===== config.mk =====
export PLATFORM = sky130hd
export DESIGN_NAME = relation_closure_core
export DESIGN_NICKNAME = d
export VERILOG_FILES = /design/src/sv/rc_pkg.sv /design/src/sv/rc_row_unit.sv /design/src/sv/relation_closure_core.sv
export SDC_FILE = /design/constraint.sdc
export NUM_CORES = 2
export LEC_CHECK = 0
export CAP_MARGIN = 20
export CORE_UTILIZATION = 40
export CTS_CLUSTER_DIAMETER = 60
export DETAILED_ROUTE_END_ITERATION = 6
export DONT_BUFFER_PORTS = 1
export HOLD_SLACK_MARGIN = 0.06
export SLEW_MARGIN = 40
export SYNTH_ARGS = -nofsm -noshare
export SYNTH_HDL_FRONTEND = slang
export SYNTH_SLANG_ARGS = --single-unit
export TNS_END_PERCENT = 30

===== constraint.sdc =====
create_clock -name clk -period 6.3 [get_ports clk]
set_input_delay 0.315 -clock clk [delete_from_list [all_inputs] [get_ports clk]]
set_output_delay 0.315 -clock clk [all_outputs]
set_load 0.005 [all_outputs]

===== src/sv/rc_pkg.sv =====
// Shared types, constants and a helper function of the relation closure block.
`default_nettype none

package rc_pkg;

    // Fixed widths of the payload and configuration fields.
    localparam int ROW_W      = 32;
    localparam int IDX_W      = 5;
    localparam int SIZE_W     = 6;
    localparam int MODE_W     = 2;
    localparam int CFG_IDX_W  = 1;
    localparam int CFG_DATA_W = 6;

    // Default row store limit.
    localparam int MAX_SIZE_DEFAULT = 32;

    // Configuration register indexes.
    localparam logic [CFG_IDX_W-1:0] CFG_MATRIX_SIZE  = 1'd0;
    localparam logic [CFG_IDX_W-1:0] CFG_CLOSURE_MODE = 1'd1;

    // Closure modes; any other code leaves the matrix unchanged.
    localparam logic [MODE_W-1:0] MODE_REFLEXIVE  = 2'd0;
    localparam logic [MODE_W-1:0] MODE_SYMMETRIC  = 2'd1;
    localparam logic [MODE_W-1:0] MODE_TRANSITIVE = 2'd2;

    // Reset values of the configuration registers.
    localparam logic [SIZE_W-1:0] MATRIX_SIZE_RESET  = 6'd32;
    localparam logic [MODE_W-1:0] CLOSURE_MODE_RESET = MODE_TRANSITIVE;

    // Sequencer states.
    typedef enum logic [3:0] {
        ST_LOAD,
        ST_PIV_RD,
        ST_PIV_CAP,
        ST_TROW_RD,
        ST_TROW_UPD,
        ST_SCOL_RD,
        ST_SCOL_ACC,
        ST_SROW_RD,
        ST_SROW_UPD,
        ST_EMIT_RD,
        ST_EMIT_OUT
    } state_t;

    // Request to the shared conditional-OR row unit.
    typedef struct packed {
        logic [ROW_W-1:0] base;
        logic [ROW_W-1:0] operand;
        logic [ROW_W-1:0] test_word;
        logic [IDX_W-1:0] test_sel;
        logic             force_test;
    } unit_req_t;

    // Mask with the low n column bits set.
    function automatic logic [ROW_W-1:0] col_mask(input logic [SIZE_W-1:0] n);
        logic [ROW_W-1:0] m;
        m = '0;
        for (int b = 0; b < ROW_W; b++)
        begin
            m[b] = (SIZE_W'(b) < n);
        end
        return m;
    endfunction

endpackage

`default_nettype wire


===== src/sv/rc_row_unit.sv =====
// Shared row unit: ORs an operand row into a base row when a selected test bit is set.
`default_nettype none

module rc_row_unit (
    input  wire rc_pkg::unit_req_t        req,
    output logic [rc_pkg::ROW_W-1:0]      result
);

    logic test;

    // Condition comes from one bit of the test word or is forced.
    always_comb
    begin
        test   = req.force_test | req.test_word[req.test_sel];
        result = req.base | ({rc_pkg::ROW_W{test}} & req.operand);
    end

endmodule

`default_nettype wire


===== src/sv/relation_closure_core.sv =====
// Top level of the relation closure block: row store, sequencer and output register.
//
// The block loads an N x N 0/1 relation one row per transaction (one row per cycle
// while not stalled), where N is matrix_size limited to 1..min(MAX_SIZE, 32). The row
// that completes the matrix starts the closure chosen by closure_mode, done by a small
// sequencer around one shared conditional-OR row unit and a single-port row store with
// a registered read. Every row access is a read, then a use or a write back, and the
// transitive closure follows Warshall pivoting. Emission reads each row and hands it
// to the output register, with the last row marked. Input is stalled from the
// completing row until the last row is handed to the output register; the output
// register lets that last row wait while the next matrix starts loading.
`default_nettype none

module relation_closure_core #(
    parameter int MAX_SIZE = rc_pkg::MAX_SIZE_DEFAULT
) (
    input  wire                               clk,
    input  wire                               rst_n,
    // Configuration write port
    input  wire                               cfg_we,
    input  wire  [rc_pkg::CFG_IDX_W-1:0]      cfg_index,
    input  wire  [rc_pkg::CFG_DATA_W-1:0]     cfg_data,
    // Input channel
    input  wire                               in_valid,
    output logic                              in_stall,
    input  wire  [rc_pkg::ROW_W-1:0]          row_bits,
    // Output channel
    output logic                              out_valid,
    input  wire                               out_stall,
    output logic [rc_pkg::ROW_W-1:0]          closed_row,
    output logic [rc_pkg::IDX_W-1:0]          row_index,
    output logic                              last_row
);

    localparam int DEPTH  = (MAX_SIZE < rc_pkg::ROW_W) ? MAX_SIZE : rc_pkg::ROW_W;
    localparam int ADDR_W = $clog2(DEPTH);

    localparam int ROW_W  = rc_pkg::ROW_W;
    localparam int SIZE_W = rc_pkg::SIZE_W;

    // Configuration registers.
    logic [SIZE_W-1:0]         matrix_size_reg;
    logic [rc_pkg::MODE_W-1:0] closure_mode_reg;

    // Sequencer and datapath state.
    rc_pkg::state_t            state_reg, state_next;
    logic [SIZE_W-1:0]         rows_loaded_reg, rows_loaded_next;
    logic [ADDR_W-1:0]         k_reg, k_next;
    logic [ADDR_W-1:0]         j_reg, j_next;
    logic [ADDR_W-1:0]         nlast_reg, nlast_next;
    logic [ROW_W-1:0]          mask_reg, mask_next;
    logic [rc_pkg::MODE_W-1:0] mode_reg, mode_next;
    logic [ROW_W-1:0]          pivot_reg, pivot_next;
    logic [ROW_W-1:0]          acc_reg, acc_next;

    // Output register.
    logic                      out_valid_reg, out_valid_next;
    logic [ROW_W-1:0]          closed_row_reg, closed_row_next;
    logic [rc_pkg::IDX_W-1:0]  row_index_reg, row_index_next;
    logic                      last_row_reg, last_row_next;

    // Row store.
    logic [ROW_W-1:0]          row_mem [DEPTH];
    logic [ROW_W-1:0]          rd_data_reg;
    logic                      mem_we, mem_re;
    logic [ADDR_W-1:0]         mem_wa, mem_ra;
    logic [ROW_W-1:0]          mem_wd;

    // Combinational helpers.
    logic [SIZE_W-1:0]         n_cur;
    logic [ROW_W-1:0]          mask_cur;
    logic                      in_accept;
    logic                      complete;
    logic [SIZE_W:0]           rl_inc;
    logic [ROW_W-1:0]          rd_masked;
    logic [ROW_W-1:0]          onehot_j;
    logic                      j_last, k_last;
    logic                      out_free;
    rc_pkg::unit_req_t         unit_req;
    logic [ROW_W-1:0]          unit_out;

    // Size in use, clamped to one at the bottom and to the store depth at the top.
    always_comb
    begin
        if (matrix_size_reg == '0)
        begin
            n_cur = SIZE_W'(1);
        end
        else if (matrix_size_reg > SIZE_W'(DEPTH))
        begin
            n_cur = SIZE_W'(DEPTH);
        end
        else
        begin
            n_cur = matrix_size_reg;
        end
        mask_cur = rc_pkg::col_mask(n_cur);
    end

    // Handshake and loop conditions.
    assign in_stall  = (state_reg != rc_pkg::ST_LOAD);
    assign in_accept = in_valid && !in_stall;
    assign rl_inc    = {1'b0, rows_loaded_reg} + (SIZE_W + 1)'(1);
    assign complete  = (rl_inc >= {1'b0, n_cur});
    assign rd_masked = rd_data_reg & mask_reg;
    assign onehot_j  = ROW_W'(1) << j_reg;
    assign j_last    = (j_reg == nlast_reg);
    assign k_last    = (k_reg == nlast_reg);
    assign out_free  = !out_valid_reg || !out_stall;

    // Shared conditional-OR unit.
    rc_row_unit u_row_unit (
        .req    (unit_req),
        .result (unit_out)
    );

    // Configuration registers.
    always_ff @(posedge clk or negedge rst_n)
    begin
        if (!rst_n)
        begin
            matrix_size_reg  <= rc_pkg::MATRIX_SIZE_RESET;
            closure_mode_reg <= rc_pkg::CLOSURE_MODE_RESET;
        end
        else if (cfg_we)
        begin
            case (cfg_index)
                rc_pkg::CFG_MATRIX_SIZE:  matrix_size_reg  <= cfg_data;
                rc_pkg::CFG_CLOSURE_MODE: closure_mode_reg <= cfg_data[rc_pkg::MODE_W-1:0];
                default:                  ;
            endcase
        end
    end

    // Next-state logic of the sequencer.
    always_comb
    begin
        state_next = state_reg;
        case (state_reg)
            rc_pkg::ST_LOAD:
            begin
                if (in_accept && complete)
                begin
                    if (closure_mode_reg == rc_pkg::MODE_TRANSITIVE)
                    begin
                        state_next = rc_pkg::ST_PIV_RD;
                    end
                    else if (closure_mode_reg == rc_pkg::MODE_SYMMETRIC)
                    begin
                        state_next = rc_pkg::ST_SCOL_RD;
                    end
                    else
                    begin
                        state_next = rc_pkg::ST_EMIT_RD;
                    end
                end
            end
            rc_pkg::ST_PIV_RD:   state_next = rc_pkg::ST_PIV_CAP;
            rc_pkg::ST_PIV_CAP:  state_next = rc_pkg::ST_TROW_RD;
            rc_pkg::ST_TROW_RD:  state_next = rc_pkg::ST_TROW_UPD;
            rc_pkg::ST_TROW_UPD:
            begin
                if (!j_last)
                begin
                    state_next = rc_pkg::ST_TROW_RD;
                end
                else if (k_last)
                begin
                    state_next = rc_pkg::ST_EMIT_RD;
                end
                else
                begin
                    state_next = rc_pkg::ST_PIV_RD;
                end
            end
            rc_pkg::ST_SCOL_RD:  state_next = rc_pkg::ST_SCOL_ACC;
            rc_pkg::ST_SCOL_ACC:
            begin
                state_next = j_last ? rc_pkg::ST_SROW_RD : rc_pkg::ST_SCOL_RD;
            end
            rc_pkg::ST_SROW_RD:  state_next = rc_pkg::ST_SROW_UPD;
            rc_pkg::ST_SROW_UPD:
            begin
                state_next = k_last ? rc_pkg::ST_EMIT_RD : rc_pkg::ST_SCOL_RD;
            end
            rc_pkg::ST_EMIT_RD:  state_next = rc_pkg::ST_EMIT_OUT;
            rc_pkg::ST_EMIT_OUT:
            begin
                if (out_free)
                begin
                    state_next = j_last ? rc_pkg::ST_LOAD : rc_pkg::ST_EMIT_RD;
                end
            end
            default:             state_next = rc_pkg::ST_LOAD;
        endcase
    end

    // Datapath controls: counters, store access, row unit requests and output loads.
    always_comb
    begin
        rows_loaded_next = rows_loaded_reg;
        k_next           = k_reg;
        j_next           = j_reg;
        nlast_next       = nlast_reg;
        mask_next        = mask_reg;
        mode_next        = mode_reg;
        pivot_next       = pivot_reg;
        acc_next         = acc_reg;
        out_valid_next   = out_valid_reg && out_stall;
        closed_row_next  = closed_row_reg;
        row_index_next   = row_index_reg;
        last_row_next    = last_row_reg;
        mem_we           = 1'b0;
        mem_wa           = j_reg;
        mem_wd           = unit_out;
        mem_re           = 1'b0;
        mem_ra           = j_reg;

        unit_req            = '0;
        unit_req.base       = rd_masked;
        unit_req.test_word  = rd_masked;
        unit_req.test_sel   = rc_pkg::IDX_W'(k_reg);

        case (state_reg)
            rc_pkg::ST_LOAD:
            begin
                if (in_accept)
                begin
                    // Store the masked row, then either count it or start closing.
                    mem_we = (rows_loaded_reg < SIZE_W'(DEPTH));
                    mem_wa = rows_loaded_reg[ADDR_W-1:0];
                    mem_wd = row_bits & mask_cur;
                    if (complete)
                    begin
                        rows_loaded_next = '0;
                        nlast_next       = ADDR_W'(n_cur - SIZE_W'(1));
                        mask_next        = mask_cur;
                        mode_next        = closure_mode_reg;
                        k_next           = '0;
                        j_next           = '0;
                        acc_next         = '0;
                    end
                    else
                    begin
                        rows_loaded_next = rl_inc[SIZE_W-1:0];
                    end
                end
            end
            rc_pkg::ST_PIV_RD:
            begin
                mem_re = 1'b1;
                mem_ra = k_reg;
            end
            rc_pkg::ST_PIV_CAP:
            begin
                pivot_next = rd_masked;
                j_next     = '0;
            end
            rc_pkg::ST_TROW_RD:
            begin
                mem_re = 1'b1;
                mem_ra = j_reg;
            end
            rc_pkg::ST_TROW_UPD:
            begin
                // Row j picks up the pivot row when it reaches the pivot column.
                unit_req.operand = pivot_reg;
                mem_we = 1'b1;
                mem_wa = j_reg;
                if (j_last)
                begin
                    j_next = '0;
                    k_next = k_last ? '0 : k_reg + ADDR_W'(1);
                end
                else
                begin
                    j_next = j_reg + ADDR_W'(1);
                end
            end
            rc_pkg::ST_SCOL_RD:
            begin
                mem_re = 1'b1;
                mem_ra = j_reg;
            end
            rc_pkg::ST_SCOL_ACC:
            begin
                // Gather column k into the accumulator, one row per step.
                unit_req.base    = acc_reg;
                unit_req.operand = onehot_j;
                acc_next = unit_out;
                j_next   = j_last ? '0 : j_reg + ADDR_W'(1);
            end
            rc_pkg::ST_SROW_RD:
            begin
                mem_re = 1'b1;
                mem_ra = k_reg;
            end
            rc_pkg::ST_SROW_UPD:
            begin
                unit_req.operand    = acc_reg;
                unit_req.force_test = 1'b1;
                mem_we   = 1'b1;
                mem_wa   = k_reg;
                acc_next = '0;
                j_next   = '0;
                k_next   = k_last ? '0 : k_reg + ADDR_W'(1);
            end
            rc_pkg::ST_EMIT_RD:
            begin
                mem_re = 1'b1;
                mem_ra = j_reg;
            end
            rc_pkg::ST_EMIT_OUT:
            begin
                // Reflexive closure sets the diagonal bit on the way out.
                unit_req.operand    = onehot_j;
                unit_req.force_test = (mode_reg == rc_pkg::MODE_REFLEXIVE);
                unit_req.test_word  = '0;
                if (out_free)
                begin
                    out_valid_next  = 1'b1;
                    closed_row_next = unit_out;
                    row_index_next  = rc_pkg::IDX_W'(j_reg);
                    last_row_next   = j_last;
                    j_next          = j_last ? '0 : j_reg + ADDR_W'(1);
                end
            end
            default:
            begin
            end
        endcase
    end

    // Control registers.
    always_ff @(posedge clk or negedge rst_n)
    begin
        if (!rst_n)
        begin
            state_reg       <= rc_pkg::ST_LOAD;
            rows_loaded_reg <= '0;
            k_reg           <= '0;
            j_reg           <= '0;
            out_valid_reg   <= 1'b0;
        end
        else
        begin
            state_reg       <= state_next;
            rows_loaded_reg <= rows_loaded_next;
            k_reg           <= k_next;
            j_reg           <= j_next;
            out_valid_reg   <= out_valid_next;
        end
    end

    // Payload registers.
    always_ff @(posedge clk)
    begin
        nlast_reg      <= nlast_next;
        mask_reg       <= mask_next;
        mode_reg       <= mode_next;
        pivot_reg      <= pivot_next;
        acc_reg        <= acc_next;
        closed_row_reg <= closed_row_next;
        row_index_reg  <= row_index_next;
        last_row_reg   <= last_row_next;
    end

    // Row store with a registered read port.
    always_ff @(posedge clk)
    begin
        if (mem_we)
        begin
            row_mem[mem_wa] <= mem_wd;
        end
        if (mem_re)
        begin
            rd_data_reg <= row_mem[mem_ra];
        end
    end

    // Output ports.
    assign out_valid  = out_valid_reg;
    assign closed_row = closed_row_reg;
    assign row_index  = row_index_reg;
    assign last_row   = last_row_reg;

endmodule

`default_nettype wire


# After elaboration in Yosys (flattened, before gate mapping)
# Memory sizes are Yosys's and may differ from the RTL's. A register that Yosys moved wholly into a read port is not among the register bits.
# Cells that the tools add are included.
[word_totals] ramBits=1024 memories=1 inputBits=44 ff_bits=170
[mem_list] name="row_mem" depth=32 width=32 read_ports=1 rd_clocked_by_memory_dff=1 wr=1 line="relation_closure_core.sv:63" rtl="logic [ROW_W-1:0] row_mem [DEPTH];"
[op_classes] n_shift=1 magnitude_cmp=36 eq_ne=19 add_sub_neg=4 muxes=42 n_bitwise=6 n_reduce_logical=29
[ops] cell="two-way mux 32 bit" count=6
[ops] cell="one-hot mux 32 bit (3 select lines)" count=2
[ops] cell="bitwise AND 32 bit" count=3
[ops] cell="< comparator 5 x 6 -> 1 bit, first input constant" count=16
[ops] cell="< comparator 4 x 6 -> 1 bit, first input constant" count=8
[ops] cell="one-hot mux 4 bit (11 select lines)" count=1
[ops] cell="two-way mux 5 bit" count=8
[ops] cell="two-way mux 4 bit" count=8
[ops] cell="OR 32 bit" count=1
[ops] cell="<< shifter 1 x 5 -> 32 bit, first input constant" count=1
[ops] cell="< comparator 3 x 6 -> 1 bit, first input constant" count=4
[ops] cell="one-hot mux 5 bit (4 select lines)" count=1
[ops] cell="two-way mux 6 bit" count=3
[ops] cell="== test 4 x 3 -> 1 bit, second input constant" count=4
[ops] cell="one-hot mux 5 bit (3 select lines)" count=1
[ops] cell="== test 4 bit, second input constant" count=3
[ops] cell="< comparator 1 x 6 -> 1 bit, first input constant" count=2
[ops] cell="< comparator 2 x 6 -> 1 bit, first input constant" count=2
[ops] cell="adder 5 x 1 -> 5 bit, second input constant" count=2
[ops] cell="== test 5 bit" count=2
[ops] cell="!= test 2 bit, second input constant" count=5
[ops] cell="one-hot mux 5 bit (2 select lines)" count=1
[ops] cell="AND reduction 2 bit" count=5
[ops] cell="OR reduction 2 bit" count=5
[ops] cell="27 further kinds" count=43

# Logic depth before layout (Yosys ltp)
[depth] depth_word=9 ltp_mapped=12

# By module
# Synthesis repeated with hierarchy kept, for this count alone.
[hier_totals] hier_cells=3614 area_unflattened_um2=52531.6
[modules_own_cells] module="relation_closure_core" area_each_um2=51495.6 cells_each=3486 n_inst=1
[modules_own_cells] module="rc_row_unit" area_each_um2=1036.0 cells_each=128 n_inst=1

# Worst setup path after synthesis
# Ideal clock, no wire load.
[synth_path] path_type="register -> register" from="reg matrix_size_reg[5]" to="reg acc_reg[0], enable pin" t_required_ns=5.839 stages_incl_launch_ff=10 slack_ns=1.424 path_buffers=3 arrival_time_ns=4.415 cell_sequence="dfstp_2 clkbuf_1 inv_1 clkbuf_1 clkbuf_1 ha_1 nand3_1 o21ai_0 a21oi_1 nor3_1"
[synth_between] elab_chain_len=6
[synth_rtl] element="start: declaration" line="relation_closure_core.sv:42" rtl="logic [SIZE_W-1:0] matrix_size_reg;"
[synth_rtl] element="start signal: assignment" line="relation_closure_core.sv:122" rtl="matrix_size_reg <= rc_pkg::MATRIX_SIZE_RESET;"
[synth_rtl] element="start signal: assignment" line="relation_closure_core.sv:128" rtl="rc_pkg::CFG_MATRIX_SIZE: matrix_size_reg <= cfg_data;"
[synth_rtl] element="> comparator 6 bit" line="relation_closure_core.sv:89" rtl="else if (matrix_size_reg > SIZE_W'(DEPTH))"
[synth_rtl] element="two-way mux 6 bit" line="relation_closure_core.sv:89"
[synth_rtl] element="two-way mux 6 bit *" line="relation_closure_core.sv:85" rtl="if (matrix_size_reg == '0)"
[synth_rtl] element=">= comparator 7 x 6 -> 1 bit *" line="relation_closure_core.sv:104" rtl="assign complete = (rl_inc >= {1'b0, n_cur});"
[synth_rtl] element="!= test 2 bit (no line) *"
[synth_rtl] element="AND reduction 3 bit (no line) *"
[synth_rtl] element="end signal: assignment" line="relation_closure_core.sv:362" rtl="acc_reg <= acc_next;"
[synth_rtl] element="end: declaration" line="relation_closure_core.sv:54" rtl="logic [ROW_W-1:0] acc_reg, acc_next;"
# Every way passes the cells marked *; elsewhere a longest branch is shown, timed or not.
# A chain may end at the register's enable or synchronous reset.

# Worst setup path after layout
[layout_path] from="reg state_reg[1]" to="reg rd_data_reg[3], read port of row_mem (data pin)"
[layout_between] elab_chain_len=3
[layout_rtl] element="start: declaration" line="relation_closure_core.sv:46" rtl="rc_pkg::state_t state_reg, state_next;"
[layout_rtl] element="start signal: assignment" line="relation_closure_core.sv:339" rtl="state_reg <= rc_pkg::ST_LOAD;"
[layout_rtl] element="start signal: assignment" line="relation_closure_core.sv:347" rtl="state_reg <= state_next;"
[layout_rtl] element="== test 4 x 3 -> 1 bit, or another cell as far along" line="relation_closure_core.sv:224" rtl="case (state_reg)"
[layout_rtl] element="OR reduction 5 bit (no line) or OR reduction 2 bit (tied branches)"
[layout_rtl] element="two-way mux 1 bit or two-way mux 5 bit (tied branches)" line="relation_closure_core.sv:224"
[layout_rtl] element="end: declaration" line="relation_closure_core.sv:64" rtl="logic [ROW_W-1:0] rd_data_reg;"
# Several ways; a longest one is shown, not always the timed one.

==> flow_summary.toml <==
[global_route]
track_usage = 0.217
grt_first_pass_wirelength_um = 203000
grt_max_degree = 102
first_global_vias = 29500
antenna_found_initial = 5
overflow = 0

[logic_synthesis]
ys_types = 62
yosysSeqAreaShare = 0.736
synth_top_area_cell = "edfxtp_1"
synth_warnings = 0
synth-main-ff-cell = "edfxtp_1"
synthTopCellsByArea = "edfxtp_1, nand2_1, nand3_1"
postSynthCellCount = 3688
synth_edf_count = 1197
synth_area_mm2 = 0.0498
synthArstFlopShare = 0.0237
syn_area_per_cell_um2 = 13.5
ys_seq_elements = 1226
syn-num-nets = 3749
synth_top_area_share = 0.722

[finish]
stdcell_area_mm2 = 0.0576
area_growth_pct = 15.7
drive_gt1_frac = 0.122
fillers = 10700
largest_register_ffs = 1024
postLayoutCoreUtil = 0.466
regMostFlops = "row_mem"
fin_nets = 3821

[drt]
wl_um = 139000
drt_iter0_markers = 4348
drtAntennaViolNets = 0
dr.pass1.iters = 6
wl_per_cell_um = 25.2
route.vias.total = 31400
drc = 0
viasPerCell = 5.71

[sta]
grt_setup_unrepaired = "false"
fin_crit_sh = 0.650
worstMarginPinSlew_ns = 0.861
drv_slew = 0
tns_ns = 0
period_minus_slack_ns = 4.10
fmax_ghz = 0.244
setup_viol = 0
hold_viol_final = 0
max_slew_margin = 0.425
clock_skew_ns = 0.0340

[cts]
clk_latency_ns = 0.71
cts_buffers = 121
clockRootBuffer = "clkbuf_16"
cts_tree = "built"
cts_sinks = 1226
cts_resized = 0
cts_max_level = 3
cts.path.max_buffers = 3
post_cts_buffers = 0
clk_pin_slew_ns = 0.06

[setup_path]
crit_path_end_kind = "register"
crit_type = "register to register"
crit_end = "rd_data_reg[3]"
worstPathRequired_ns = 6.72
r2r_slack_ns = 2.20
critPathMaxFanout = 42
r2r-start = "state_reg[1]"
cp-startpoint = "state_reg[1]"
reg2regPathDepth = 8
worstReg2RegEnd = "rd_data_reg[3]"
cp-start-kind = "register"
cp_data_arrival_time_ns = 4.51

[power_and_ir_drop]
p_per_area_mw_per_mm2 = 443
power_uw = 25500
ir_drop_mv = 0.329
leakage_uw = 0.0189

[run]
drv_cap = 0

[floorplanning]
initial_core_util = 0.403
core_mm2 = 0.124
dieArea_mm2 = 0.126
row_count = 129
die_w_um = 355
die-height_um = 355
io_pins = 84

[placed_design]
postPlaceCellArea_mm2 = 0.0535
place.gp.congestion = 0.905
portBuffers = 0
dp_hpwl_um = 90600

[hold_path]
worstHoldPathType = "input port to register"

[outcome]
status = "finished clean"
==> report_power, final <==
group / internal [uW] / total (uW) / switching, uW
Combinational: 1830 / 6850 / 5010
Clock: 4130 / 7190 / 3060
Sequential: 11000 / 11500 / 458
==> placed cells by master, fill, tap and decap left out, types with 33 or more instances in the layout <==
cell type  Yosys  layout
mux2i_1      134     134
o21ai_1       32      33
buf_8          0      40
inv_1         53      53
o21ai_0       94      92
edfxtp_1    1197    1197
nand3_1      283     280
nand2_1      966     961
nor2_1        97      62
a32oi_1      129     129
nor2_4         1      36
a21oi_1       43      42
a31oi_1      131     131
clkbuf_16      0     123
buf_4         12      92
==> logic make-up (layout without fill, tap and decap cells) <==
logic type               Yosys count  after routing  share of synthesized area
adder cells (fa/ha/maj)           17             17                    0.00427
AND/OR/NAND/NOR                 1448           1448                      0.125
buffers and inverters            280            456                     0.0246
multiplexers                     151            151                     0.0327
XOR/XNOR                          17             17                    0.00314
other                              0              2                          0
AO/OA/AOI/OAI                    549            549                     0.0741
flip-flops                      1226           1226                      0.736
==> synth_stat cells (all sizes together), types with 5 or more instances <==
library cell and n:
edfxtp 1197, nand2 967, nand3 283, mux2i 134, a31oi 131, a32oi 129
clkbuf 127, o21ai 126, buf 100, nor2 98, inv 53, a21oi 44
nor4 32, a22oi 30, dfrtp 27, o22ai 27, o21bai 25, ha 17
nor3 17, nand2b 16, xnor2 11, a21o 10, mux2 9, mux4 8
nor2b 8, and2 6, or2 6, xor2 6, and3 5, o31ai 5
or3 5
==> final cells by class <==
cell class	instances	area (um2)	area share
Antenna cell	2	5.00	0.0000869
Clock buffer	153	3200	0.0556
Clock inverter	74	754	0.0131
Inverter	53	199	0.00345
Multi-Input combinational cell	2182	12600	0.219
Sequential cell	1226	36700	0.637
Tap cell	1637	2050	0.0356
Timing Repair Buffer	176	2130	0.0370
==> stage by stage <==
stage                     std cells  hold slack, ns  setup slack, ns
after floorplan                3688          0.0194             1.42
final                          5503           0.111             2.20
after detailed placement       5258          0.0211             2.33
after CTS                      5500          0.0735             2.34
after global placement         5202          0.0212             2.06
after global routing           5503          0.0950             2.03
==> timing repair <==
action	4_1_cts	5_1_grt
hold buffers	15	0
setup endpoints to repair	0	0
endpoints found under the hold margin	60	0
==> layer usage <==
| metal | routed length (um) | vias up | share of wire | global-route usage |
|---|---|---|---|---|
| met4 | 3850 | 2 | 0.028 | 0.0612 |
| met5 | 12 | - | 0.000087 | 0 |
| met3 | 11900 | 199 | 0.086 | 0.0373 |
| met1 | 60500 | 15800 | 0.44 | 0.322 |
| met2 | 62400 | 1451 | 0.45 | 0.328 |
| li1 | - | 14000 | - | - |
==> worst min path at each step <==
stage               slack, ns  startpoint             endpoint  cells past startpoint
finish                   0.11      cfg_we   matrix_size_reg[4]                      2
floorplan                0.02       rst_n  closure_mode_reg[0]                      0
global route              0.1      cfg_we   matrix_size_reg[5]                      2
detailed placement       0.02       rst_n             j_reg[0]                      0
CTS                      0.07      cfg_we   matrix_size_reg[5]                      3
global placement         0.02       rst_n             j_reg[0]                      0
==> critical path, cell delays in order, from the launching register on <==
cell and delay (ns):
dfrtp_1 0.78, xnor2_2 0.20, nand2_2 0.23, mux2i_1 0.57
and2_4 0.72, buf_4 0.39, a32oi_1 0.16, a31oi_1 0.58
nor4_1 0.15
(Power assumes the default switching activity.)
